--- src/rtl/shuffled_lehmer_uniform_generator_unit_macros.svh ---
// Assertion macros for the shuffled Lehmer generator.
// Expects signals named clock and reset in the scope of use; no other dependencies.
`ifndef SHUFFLED_LEHMER_UNIFORM_GENERATOR_UNIT_MACROS_SVH
`define SHUFFLED_LEHMER_UNIFORM_GENERATOR_UNIT_MACROS_SVH

// Same-cycle implication, checked at every rising edge outside reset.
`define SLUG_ASSERT_NOW(lbl, ante, cons, msg) \
   lbl: assert property (@(posedge clock) disable iff (reset) (ante) |-> (cons)) \
      else $error(msg);

// Next-cycle implication.
`define SLUG_ASSERT_NEXT(lbl, ante, cons, msg) \
   lbl: assert property (@(posedge clock) disable iff (reset) (ante) |=> (cons)) \
      else $error(msg);

`endif

--- src/rtl/slug_pkg.sv ---
// Shared types and fixed constants of the shuffled Lehmer generator.
// No dependencies; the top level imports it.
package slug_pkg;

   localparam int WORD_W      = 31;
   localparam int MUL_W       = 15;
   localparam int PROD_W      = WORD_W + MUL_W;
   localparam int REQ_TDATA_W = 32;
   localparam int RSP_TDATA_W = 64;
   localparam int WARMUP_EXTRA = 8;

   typedef logic [WORD_W-1:0] word_type;

   localparam word_type            LEH_MOD = 31'h7FFF_FFFF;
   localparam logic [MUL_W-1:0]    LEH_MUL = 15'd16807;

   // Command carried on req_tuser; the other value requests a plain draw.
   localparam logic CMD_RESEED = 1'b1;

endpackage

--- src/rtl/shuffled_lehmer_uniform_generator_unit.sv ---
// Shuffled Lehmer uniform generator, single-module implementation.
// Depends on slug_pkg and shuffled_lehmer_uniform_generator_unit_macros.svh.
//
// Minimal-standard Lehmer generator (x -> 16807 x mod 2^31-1) behind a
// Bays-Durham shuffle table of TABLE_SIZE entries. Each request word is either a
// draw (req_tuser = 0) or a reseed followed by a draw (req_tuser = 1, seed in
// req_tdata); a seed of zero or of 2^31-1 is taken as 1, and a draw before any
// seed seeds with 1. Every request returns exactly one response word holding the
// shuffled output and the new generator state; the uniform real value is
// random_value / 2147483647. One shared 31x15 multiplier with a Mersenne-modulus
// fold performs every generator step (multiply, then fold). A plain draw passes
// through the states accept, multiply, fold with table read-modify-write, and
// response load, which waits until the response register is free. A reseed,
// or the first draw after reset, adds TABLE_SIZE + 8 warm-up steps, each a
// multiply and a fold. req_tready is high only while the
// sequencer is idle; the response register lets a new request be accepted while
// the previous response still waits, and the sequencer holds its result until
// the response register is free. Table contents are never read before a seeding
// pass has written every entry, so the table needs no clearing after reset.
module shuffled_lehmer_uniform_generator_unit #(
   parameter int TABLE_SIZE = 32
) (
   input  logic                              clock,
   input  logic                              reset,
   // request channel
   input  logic                              req_tvalid,
   output logic                              req_tready,
   input  logic [slug_pkg::REQ_TDATA_W-1:0]  req_tdata,  // [30:0] seed, [31] zero
   input  logic                              req_tuser,  // [0] command
   // response channel
   output logic                              rsp_tvalid,
   input  logic                              rsp_tready,
   output logic [slug_pkg::RSP_TDATA_W-1:0]  rsp_tdata   // [30:0] random_value,
                                                         // [61:31] next_seed,
                                                         // [63:62] zero
);
   import slug_pkg::*;

   localparam int SW     = (TABLE_SIZE > 1) ? $clog2(TABLE_SIZE) : 1;
   localparam int WARMUP = TABLE_SIZE + WARMUP_EXTRA;
   localparam int CW     = $clog2(WARMUP);
   // Slot divisor: 1 + (2^31 - 2) / TABLE_SIZE.
   localparam logic [31:0] SLOT_DIV = 32'(1 + (2147483646 / TABLE_SIZE));

   localparam logic [1:0] ST_IDLE = 2'd0;
   localparam logic [1:0] ST_MUL  = 2'd1;
   localparam logic [1:0] ST_RED  = 2'd2;
   localparam logic [1:0] ST_OUT  = 2'd3;

   // sequencer and control
   logic [1:0]            state_ff, state_in;
   logic                  warm_ff, warm_in;      // warm-up steps still running
   logic                  seeded_ff, seeded_in;  // table loaded at least once
   logic [CW-1:0]         cnt_ff, cnt_in;        // warm-up steps left minus one

   // datapath
   word_type              lehmer_ff, lehmer_in;
   word_type              shuf_out_ff, shuf_out_in;
   logic [PROD_W-1:0]     prod_ff;
   logic [TABLE_SIZE-1:0] ge_ff;
   word_type              rd_ff;

   // response register
   logic                  rsp_valid_ff, rsp_valid_in;
   word_type              rsp_value_ff;
   word_type              rsp_seed_ff;

   // shuffle table
   word_type              shuf_mem [TABLE_SIZE];

   logic                  req_take;
   logic                  rsp_load;
   word_type              seed_w;
   word_type              seed_fix;
   logic [31:0]           fold_sum;
   word_type              red_value;
   logic [TABLE_SIZE-1:0] ge;
   logic [TABLE_SIZE-1:0] slot_hot;
   logic [SW-1:0]         slot;
   logic                  mem_we;
   logic [SW-1:0]         mem_wa;
   logic                  mem_re;

   assign req_tready = (state_ff == ST_IDLE);
   assign req_take   = req_tvalid & req_tready;
   assign rsp_load   = (state_ff == ST_OUT) & (~rsp_valid_ff | rsp_tready);

   // Map a zero seed, and the modulus itself, onto 1.
   assign seed_w   = req_tdata[WORD_W-1:0];
   assign seed_fix = (seed_w == '0 || seed_w == LEH_MOD) ? word_type'(1) : seed_w;

   // Fold the product: 2^31 == 1 mod (2^31 - 1), then one conditional subtract.
   assign fold_sum  = {1'b0, prod_ff[WORD_W-1:0]} + 32'(prod_ff[PROD_W-1:WORD_W]);
   assign red_value = (fold_sum >= {1'b0, LEH_MOD}) ?
                      WORD_W'(fold_sum - {1'b0, LEH_MOD}) : fold_sum[WORD_W-1:0];

   // Slot selection: thermometer of shuffle_out against k * SLOT_DIV.
   for (genvar k = 0; k < TABLE_SIZE; k++) begin : g_thresh
      assign ge[k] = ({1'b0, shuf_out_ff} >= 32'(k) * SLOT_DIV);
   end

   for (genvar k = 0; k < TABLE_SIZE; k++) begin : g_hot
      if (k == TABLE_SIZE - 1) begin : g_top
         assign slot_hot[k] = ge_ff[k];
      end else begin : g_mid
         assign slot_hot[k] = ge_ff[k] & ~ge_ff[k+1];
      end
   end

   always_comb begin
      slot = '0;
      for (int k = 0; k < TABLE_SIZE; k++) begin
         if (slot_hot[k]) begin
            slot = slot | SW'(k);
         end
      end
   end

   // Table port control: warm-up fills the last TABLE_SIZE steps, a draw
   // reads the chosen slot and refills it in the same cycle.
   always_comb begin
      mem_we = 1'b0;
      mem_wa = slot;
      mem_re = 1'b0;
      if (state_ff == ST_RED) begin
         if (warm_ff) begin
            mem_we = (cnt_ff < CW'(TABLE_SIZE));
            mem_wa = cnt_ff[SW-1:0];
         end else begin
            mem_we = 1'b1;
            mem_re = 1'b1;
         end
      end
   end

   // Sequencer next state.
   always_comb begin
      state_in     = state_ff;
      warm_in      = warm_ff;
      seeded_in    = seeded_ff;
      cnt_in       = cnt_ff;
      lehmer_in    = lehmer_ff;
      shuf_out_in  = shuf_out_ff;
      rsp_valid_in = rsp_valid_ff & ~rsp_tready;
      case (state_ff)
         ST_IDLE: begin
            if (req_take) begin
               state_in = ST_MUL;
               if (req_tuser == CMD_RESEED || !seeded_ff) begin
                  warm_in   = 1'b1;
                  cnt_in    = CW'(WARMUP - 1);
                  lehmer_in = (req_tuser == CMD_RESEED) ? seed_fix : word_type'(1);
               end else begin
                  warm_in = 1'b0;
               end
            end
         end
         ST_MUL: begin
            state_in = ST_RED;
         end
         ST_RED: begin
            lehmer_in = red_value;
            if (warm_ff) begin
               state_in = ST_MUL;
               if (cnt_ff == '0) begin
                  // last warm-up step also lands in slot zero
                  warm_in     = 1'b0;
                  seeded_in   = 1'b1;
                  shuf_out_in = red_value;
               end else begin
                  cnt_in = cnt_ff - CW'(1);
               end
            end else begin
               state_in = ST_OUT;
            end
         end
         ST_OUT: begin
            if (rsp_load) begin
               state_in     = ST_IDLE;
               rsp_valid_in = 1'b1;
               shuf_out_in  = rd_ff;
            end
         end
         default: begin
            state_in = ST_IDLE;
         end
      endcase
   end

   always_ff @(posedge clock) begin
      if (reset) begin
         state_ff     <= ST_IDLE;
         warm_ff      <= 1'b0;
         seeded_ff    <= 1'b0;
         cnt_ff       <= '0;
         rsp_valid_ff <= 1'b0;
      end else begin
         state_ff     <= state_in;
         warm_ff      <= warm_in;
         seeded_ff    <= seeded_in;
         cnt_ff       <= cnt_in;
         rsp_valid_ff <= rsp_valid_in;
      end
   end

   // Payload registers: no reset, validity is tracked by the control state.
   always_ff @(posedge clock) begin
      lehmer_ff   <= lehmer_in;
      shuf_out_ff <= shuf_out_in;
      if (state_ff == ST_MUL) begin
         prod_ff <= PROD_W'(lehmer_ff) * PROD_W'(LEH_MUL);
         ge_ff   <= ge;
      end
      if (rsp_load) begin
         rsp_value_ff <= rd_ff;
         rsp_seed_ff  <= lehmer_ff;
      end
   end

   // Shuffle table: one write port, one registered read port (read-first).
   always_ff @(posedge clock) begin
      if (mem_re) begin
         rd_ff <= shuf_mem[slot];
      end
      if (mem_we) begin
         shuf_mem[mem_wa] <= red_value;
      end
   end

   assign rsp_tvalid = rsp_valid_ff;
   assign rsp_tdata  = {2'b00, rsp_seed_ff, rsp_value_ff};

   `include "shuffled_lehmer_uniform_generator_unit_macros.svh"

   `SLUG_ASSERT_NEXT(a_take_leaves_idle, req_take, state_ff == ST_MUL, "request taken but sequencer did not start")
   `SLUG_ASSERT_NOW(a_fold_in_range, state_ff == ST_RED, red_value != '0 && red_value != LEH_MOD, "generator step left the range 1..2^31-2")
   `SLUG_ASSERT_NOW(a_slot_onehot, state_ff == ST_RED && !warm_ff, $onehot(slot_hot), "slot thermometer is not monotonic")
   `SLUG_ASSERT_NOW(a_draw_after_seed, state_ff == ST_OUT, seeded_ff && !warm_ff, "draw finished before the table was loaded")
   `SLUG_ASSERT_NOW(a_rsp_nonzero, rsp_valid_ff, rsp_value_ff != '0 && rsp_seed_ff != '0, "response word carries a zero value")

endmodule
--- config.mk ---
export PLATFORM = sky130hd
export DESIGN_NAME = shuffled_lehmer_uniform_generator_unit
export DESIGN_NICKNAME = d
export VERILOG_FILES = /design/src/rtl/slug_pkg.sv /design/src/rtl/shuffled_lehmer_uniform_generator_unit.sv
export VERILOG_INCLUDE_DIRS = /design/src /design/src/rtl
export SDC_FILE = /design/constraint.sdc
export NUM_CORES = 2
export LEC_CHECK = 0
export BUFFER_PORTS_ARGS = -buffer_cell sky130_fd_sc_hd__buf_2
export CAP_MARGIN = 10
export CORE_ASPECT_RATIO = 1.5
export CORE_MARGIN = 4
export CORE_UTILIZATION = 50
export CTS_BUF_LIST = sky130_fd_sc_hd__clkbuf_4
export CTS_CLUSTER_DIAMETER = 40
export DETAILED_ROUTE_END_ITERATION = 10
export PLACE_DENSITY = 0.69
export SLEW_MARGIN = 5
export SYNTH_ARGS = -nofsm -noshare
export SYNTH_HDL_FRONTEND = slang
export SYNTH_SLANG_ARGS = --single-unit
--- constraint.sdc ---
create_clock -name clock -period 6.4 [get_ports clock]
set_input_delay 0.32 -clock clock [delete_from_list [all_inputs] [get_ports clock]]
set_output_delay 0.32 -clock clock [all_outputs]
set_load 0.01 [all_outputs]
==> results.toml <==
[floorplan]
io_pins = 103
initial_core_util_pct = 50.31
design.core.area_um2 = 113000
core.rowCount = 151
die_x_um = 283.3
die-area_um2 = 119300
die_h_um = 420.9

[drt]
drt_iter0_drc = 3176
num_vias = 37450
post_drt_via_cell_ratio = 5.907
firstDrtPassIters = 5
drt_wl_total_um = 149300
drt.antenna.violating_nets = 0
drc_errors = 0
wl_per_cell_um = 23.55

[logic_synthesis]
syn_area_um2 = 56840
synth-seq-cells = 1209
synth_edf_count = 1198
ys_types = 84
synth-seq-area-share_pct = 63.68
yosysTopAreaCell = "edfxtp_1"
synth.most_common_cell = "edfxtp_1"
avgSynthCellArea_um2 = 13.12
synth.area.top_cells = "edfxtp_1, fa_1, ha_1"
yosys-top-cells-count = "edfxtp_1, nand2_1, inv_1"
synth_flop_cell = "edfxtp_1"
netlist_instances = 4334
yosys_warnings = 0
async_reset_ff_share_pct = 0
synth.top_cell.area_share_pct = 63.29

[worst_setup_path]
start_kind = "flip-flop"
r2r_slack_ns = 0.13
r2r_end = "prod_ff[41]"
cp.arrival_ns = 7.16
endpoint_kind = "flip-flop"
reg2reg_from = "lehmer_ff[17]"
critPathMaxFanout = 3
cp.required_ns = 7.28
worst-setup-path-type = "reg2reg"
r2r.worst_path.cells = 25

[final_layout]
n_fill_cell = 9003
area_delta_synth_final_pct = 12.92
layout.nets = 5068
design_area_um2 = 64190
finalNonFillerCells = 6340
drive_gt1_share_pct = 16.79

[cts]
clockRootBuffer = "clkbuf_4"
clock_latency_ns = 1.23
cts_sinks = 1209
cts.clk_slew.worst_paths_ns = 0.07
cts_max_level = 5
numCtsBuffers = 295
cts_tree = "done"
cts_buffer_depth = 4

[worst_hold_path]
worstHoldStart = "req_tvalid"
whs_path_depth = 5
worst_hold_path_type = "in2reg"
holdPathEnd = "warm_ff"

[placement]
gp_congestion = 0.9473
port_buffers = 99
dp.cells = 5779
place_area_um2 = 59760
dp_hpwl_um = 90620
dp_slack_ns = -0.06679

[timing]
period_share_pct = 97.98
relSlewSlack_pct = 12.58
worst_pin_slew_ns = 1.308
fin_skew_ns = 0.1036
layout_setup_ws_ns = 0.1290
setup_viol = 0
period_needed_ns = 6.271
fmax_mhz = 159.5
report.final.slew_viol_count = 0
final_hold_viol_count = 0

[global_route]
grt_max_degree = 183
grt_pass1_vias = 37710
antenna_found_initial = 5
grt_use_total_pct = 24.69
grt_overflow_total = 0
grt_pass1_wl_um = 222800

[power_and_ir_drop]
power.total_w = 0.03585
vdd_drop_max_v = 0.0009534
leakage_nw = 23.19
cellPowerDensity_nw_per_um2 = 558.5

[run_status]
run_status = "finished, final reports clean"

[job]
maxCapViolCount = 0
[logic make-up after synthesis]
| family | share of synthesized area [%] |
|---|---|
| AO/OA/AOI/OAI | 11.85 |
| other | 0.006597 |
| XOR/XNOR | 1.250 |
| flip-flops | 63.68 |
| buffers and inverters | 3.920 |
| multiplexers | 0.1321 |
| adder cells (fa/ha/maj) | 9.232 |
| AND/OR/NAND/NOR | 9.928 |
[state kept, by name (all words and copies together) (netlist names), 2 cells and up]
register,count
cnt_ff,6
rsp_value_ff,31
prod_ff,46
shuf_mem,992
ge_ff,31
lehmer_ff,31
rsp_seed_ff,31
state_ff,2
shuf_out_ff,5
rd_ff,31
[area by class of cell]
type	instances	area (µm²)	share of cell area [%]
clock inverters	85	530.5	0.8265
inverters	327	1227	1.912
multi-input cells	2543	19000	29.60
clock buffers	403	3025	4.714
repair buffers	316	2377	3.704
flip-flops and latches	1209	36190	56.39
diodes	4	10.01	0.01559
well taps	1453	1818	2.832
[report_power, final]
part	total (W)	internal, W	switching, W	leakage (nW)
Sequential	0.0120	0.0117	0.000232	10.8
Clock	0.00618	0.00320	0.00298	2.13
Combinational	0.0177	0.00725	0.0105	10.2
Total	0.0358	0.0222	0.0137	23.2
[worst max-delay path by stage]
stage / startpoint / end / depth (start not counted)
4_1_cts: lehmer_ff[14] / prod_ff[41] / 24
6_report: lehmer_ff[17] / prod_ff[41] / 25
2_1_floorplan: lehmer_ff[14] / prod_ff[41] / 23
3_3_place_gp: lehmer_ff[14] / prod_ff[41] / 24
3_5_place_dp: lehmer_ff[16] / prod_ff[41] / 24
5_1_grt: lehmer_ff[14] / prod_ff[41] / 25
[cell usage in the layout, fill, tap and decap left out, drive strengths merged, types with 5 or more instances in the layout]
| master | netlist | layout |
|---|---|---|
| a21oi | 122 | 122 |
| or3 | 7 | 7 |
| a311oi | 158 | 158 |
| fa | 134 | 134 |
| or4 | 5 | 5 |
| dfxtp | 11 | 11 |
| inv | 327 | 332 |
| a22o | 12 | 12 |
| a2111oi | 5 | 5 |
| clkinv | 0 | 72 |
| o21a | 11 | 11 |
| nor4 | 19 | 19 |
| a31oi | 101 | 101 |
| nor2b | 20 | 20 |
| o32ai | 5 | 5 |
| xor2 | 32 | 32 |
| a211oi | 321 | 321 |
| a21o | 65 | 65 |
| and3 | 12 | 12 |
| o21bai | 15 | 15 |
| a221oi | 6 | 6 |
| clkbuf | 223 | 403 |
| dlygate4sd3 | 0 | 57 |
| nand2 | 590 | 590 |
| nor2 | 98 | 98 |
| edfxtp | 1198 | 1198 |
| xnor2 | 47 | 47 |
| o21ai | 47 | 47 |
| nand4 | 26 | 26 |
| and2 | 259 | 259 |
| buf | 33 | 259 |
| nor3 | 95 | 95 |
| nand3 | 38 | 38 |
| o31ai | 13 | 13 |
| nand2b | 15 | 15 |
| bufinv | 0 | 7 |
| ha | 205 | 205 |
[per-layer routing]
layer / vias to the layer above / track usage, % / wire length, µm
li1: 16940 / - / -
met1: 18530 / 27.59 / 53140
met2: 1537 / 43.96 / 77360
met3: 446 / 4.422 / 9370
met4: 0 / 14.84 / 9413
met5: - / 0 / 0
[stage by stage]
| step | hold WS [ns] | util, % | setup TNS (ns) |
|---|---|---|---|
| 2_1_floorplan | 0.3974 | - | 0 |
| 3_3_place_gp | 0.4025 | 52.90 | -0.09518 |
| 3_5_place_dp | 0.4045 | 52.90 | -0.1137 |
| 4_1_cts | 0.0007399 | 56.56 | 0 |
| 5_1_grt | 0.05925 | 56.81 | -0.09612 |
| 6_report | 0.1580 | 56.81 | 0 |
[repair_timing]
action | 4_1_cts | 5_1_grt
hold buffers | 57 | 0
gates resized for setup | 1 | 41
pin swaps | 1 | 25
buffers inserted | 1 | 8
hold endpoints to repair | 73 | 0
gates cloned | 0 | 0
setup endpoints to repair | 5 | 13
[worst max-delay path: stages (launching register included)]
cell      delay [ns]
edfxtp_1        0.38
inv_2           0.07
fa_1            0.53
inv_1           0.05
ha_1            0.26
inv_1           0.04
fa_1            0.50
inv_2           0.05
fa_1            0.50
fa_1            0.49
inv_1           0.05
fa_1            0.49
inv_2           0.05
ha_4            0.23
buf_4           0.14
inv_1           0.06
o21ai_2         0.08
a21oi_1         0.15
nor2b_1         0.06
a311o_1         0.31
a311o_1         0.45
a41o_1          0.31
a311oi_1        0.27
buf_4           0.18
o31ai_1         0.09
xor2_1          0.18
No activity file was read; power rests on OpenSTA's default activity.
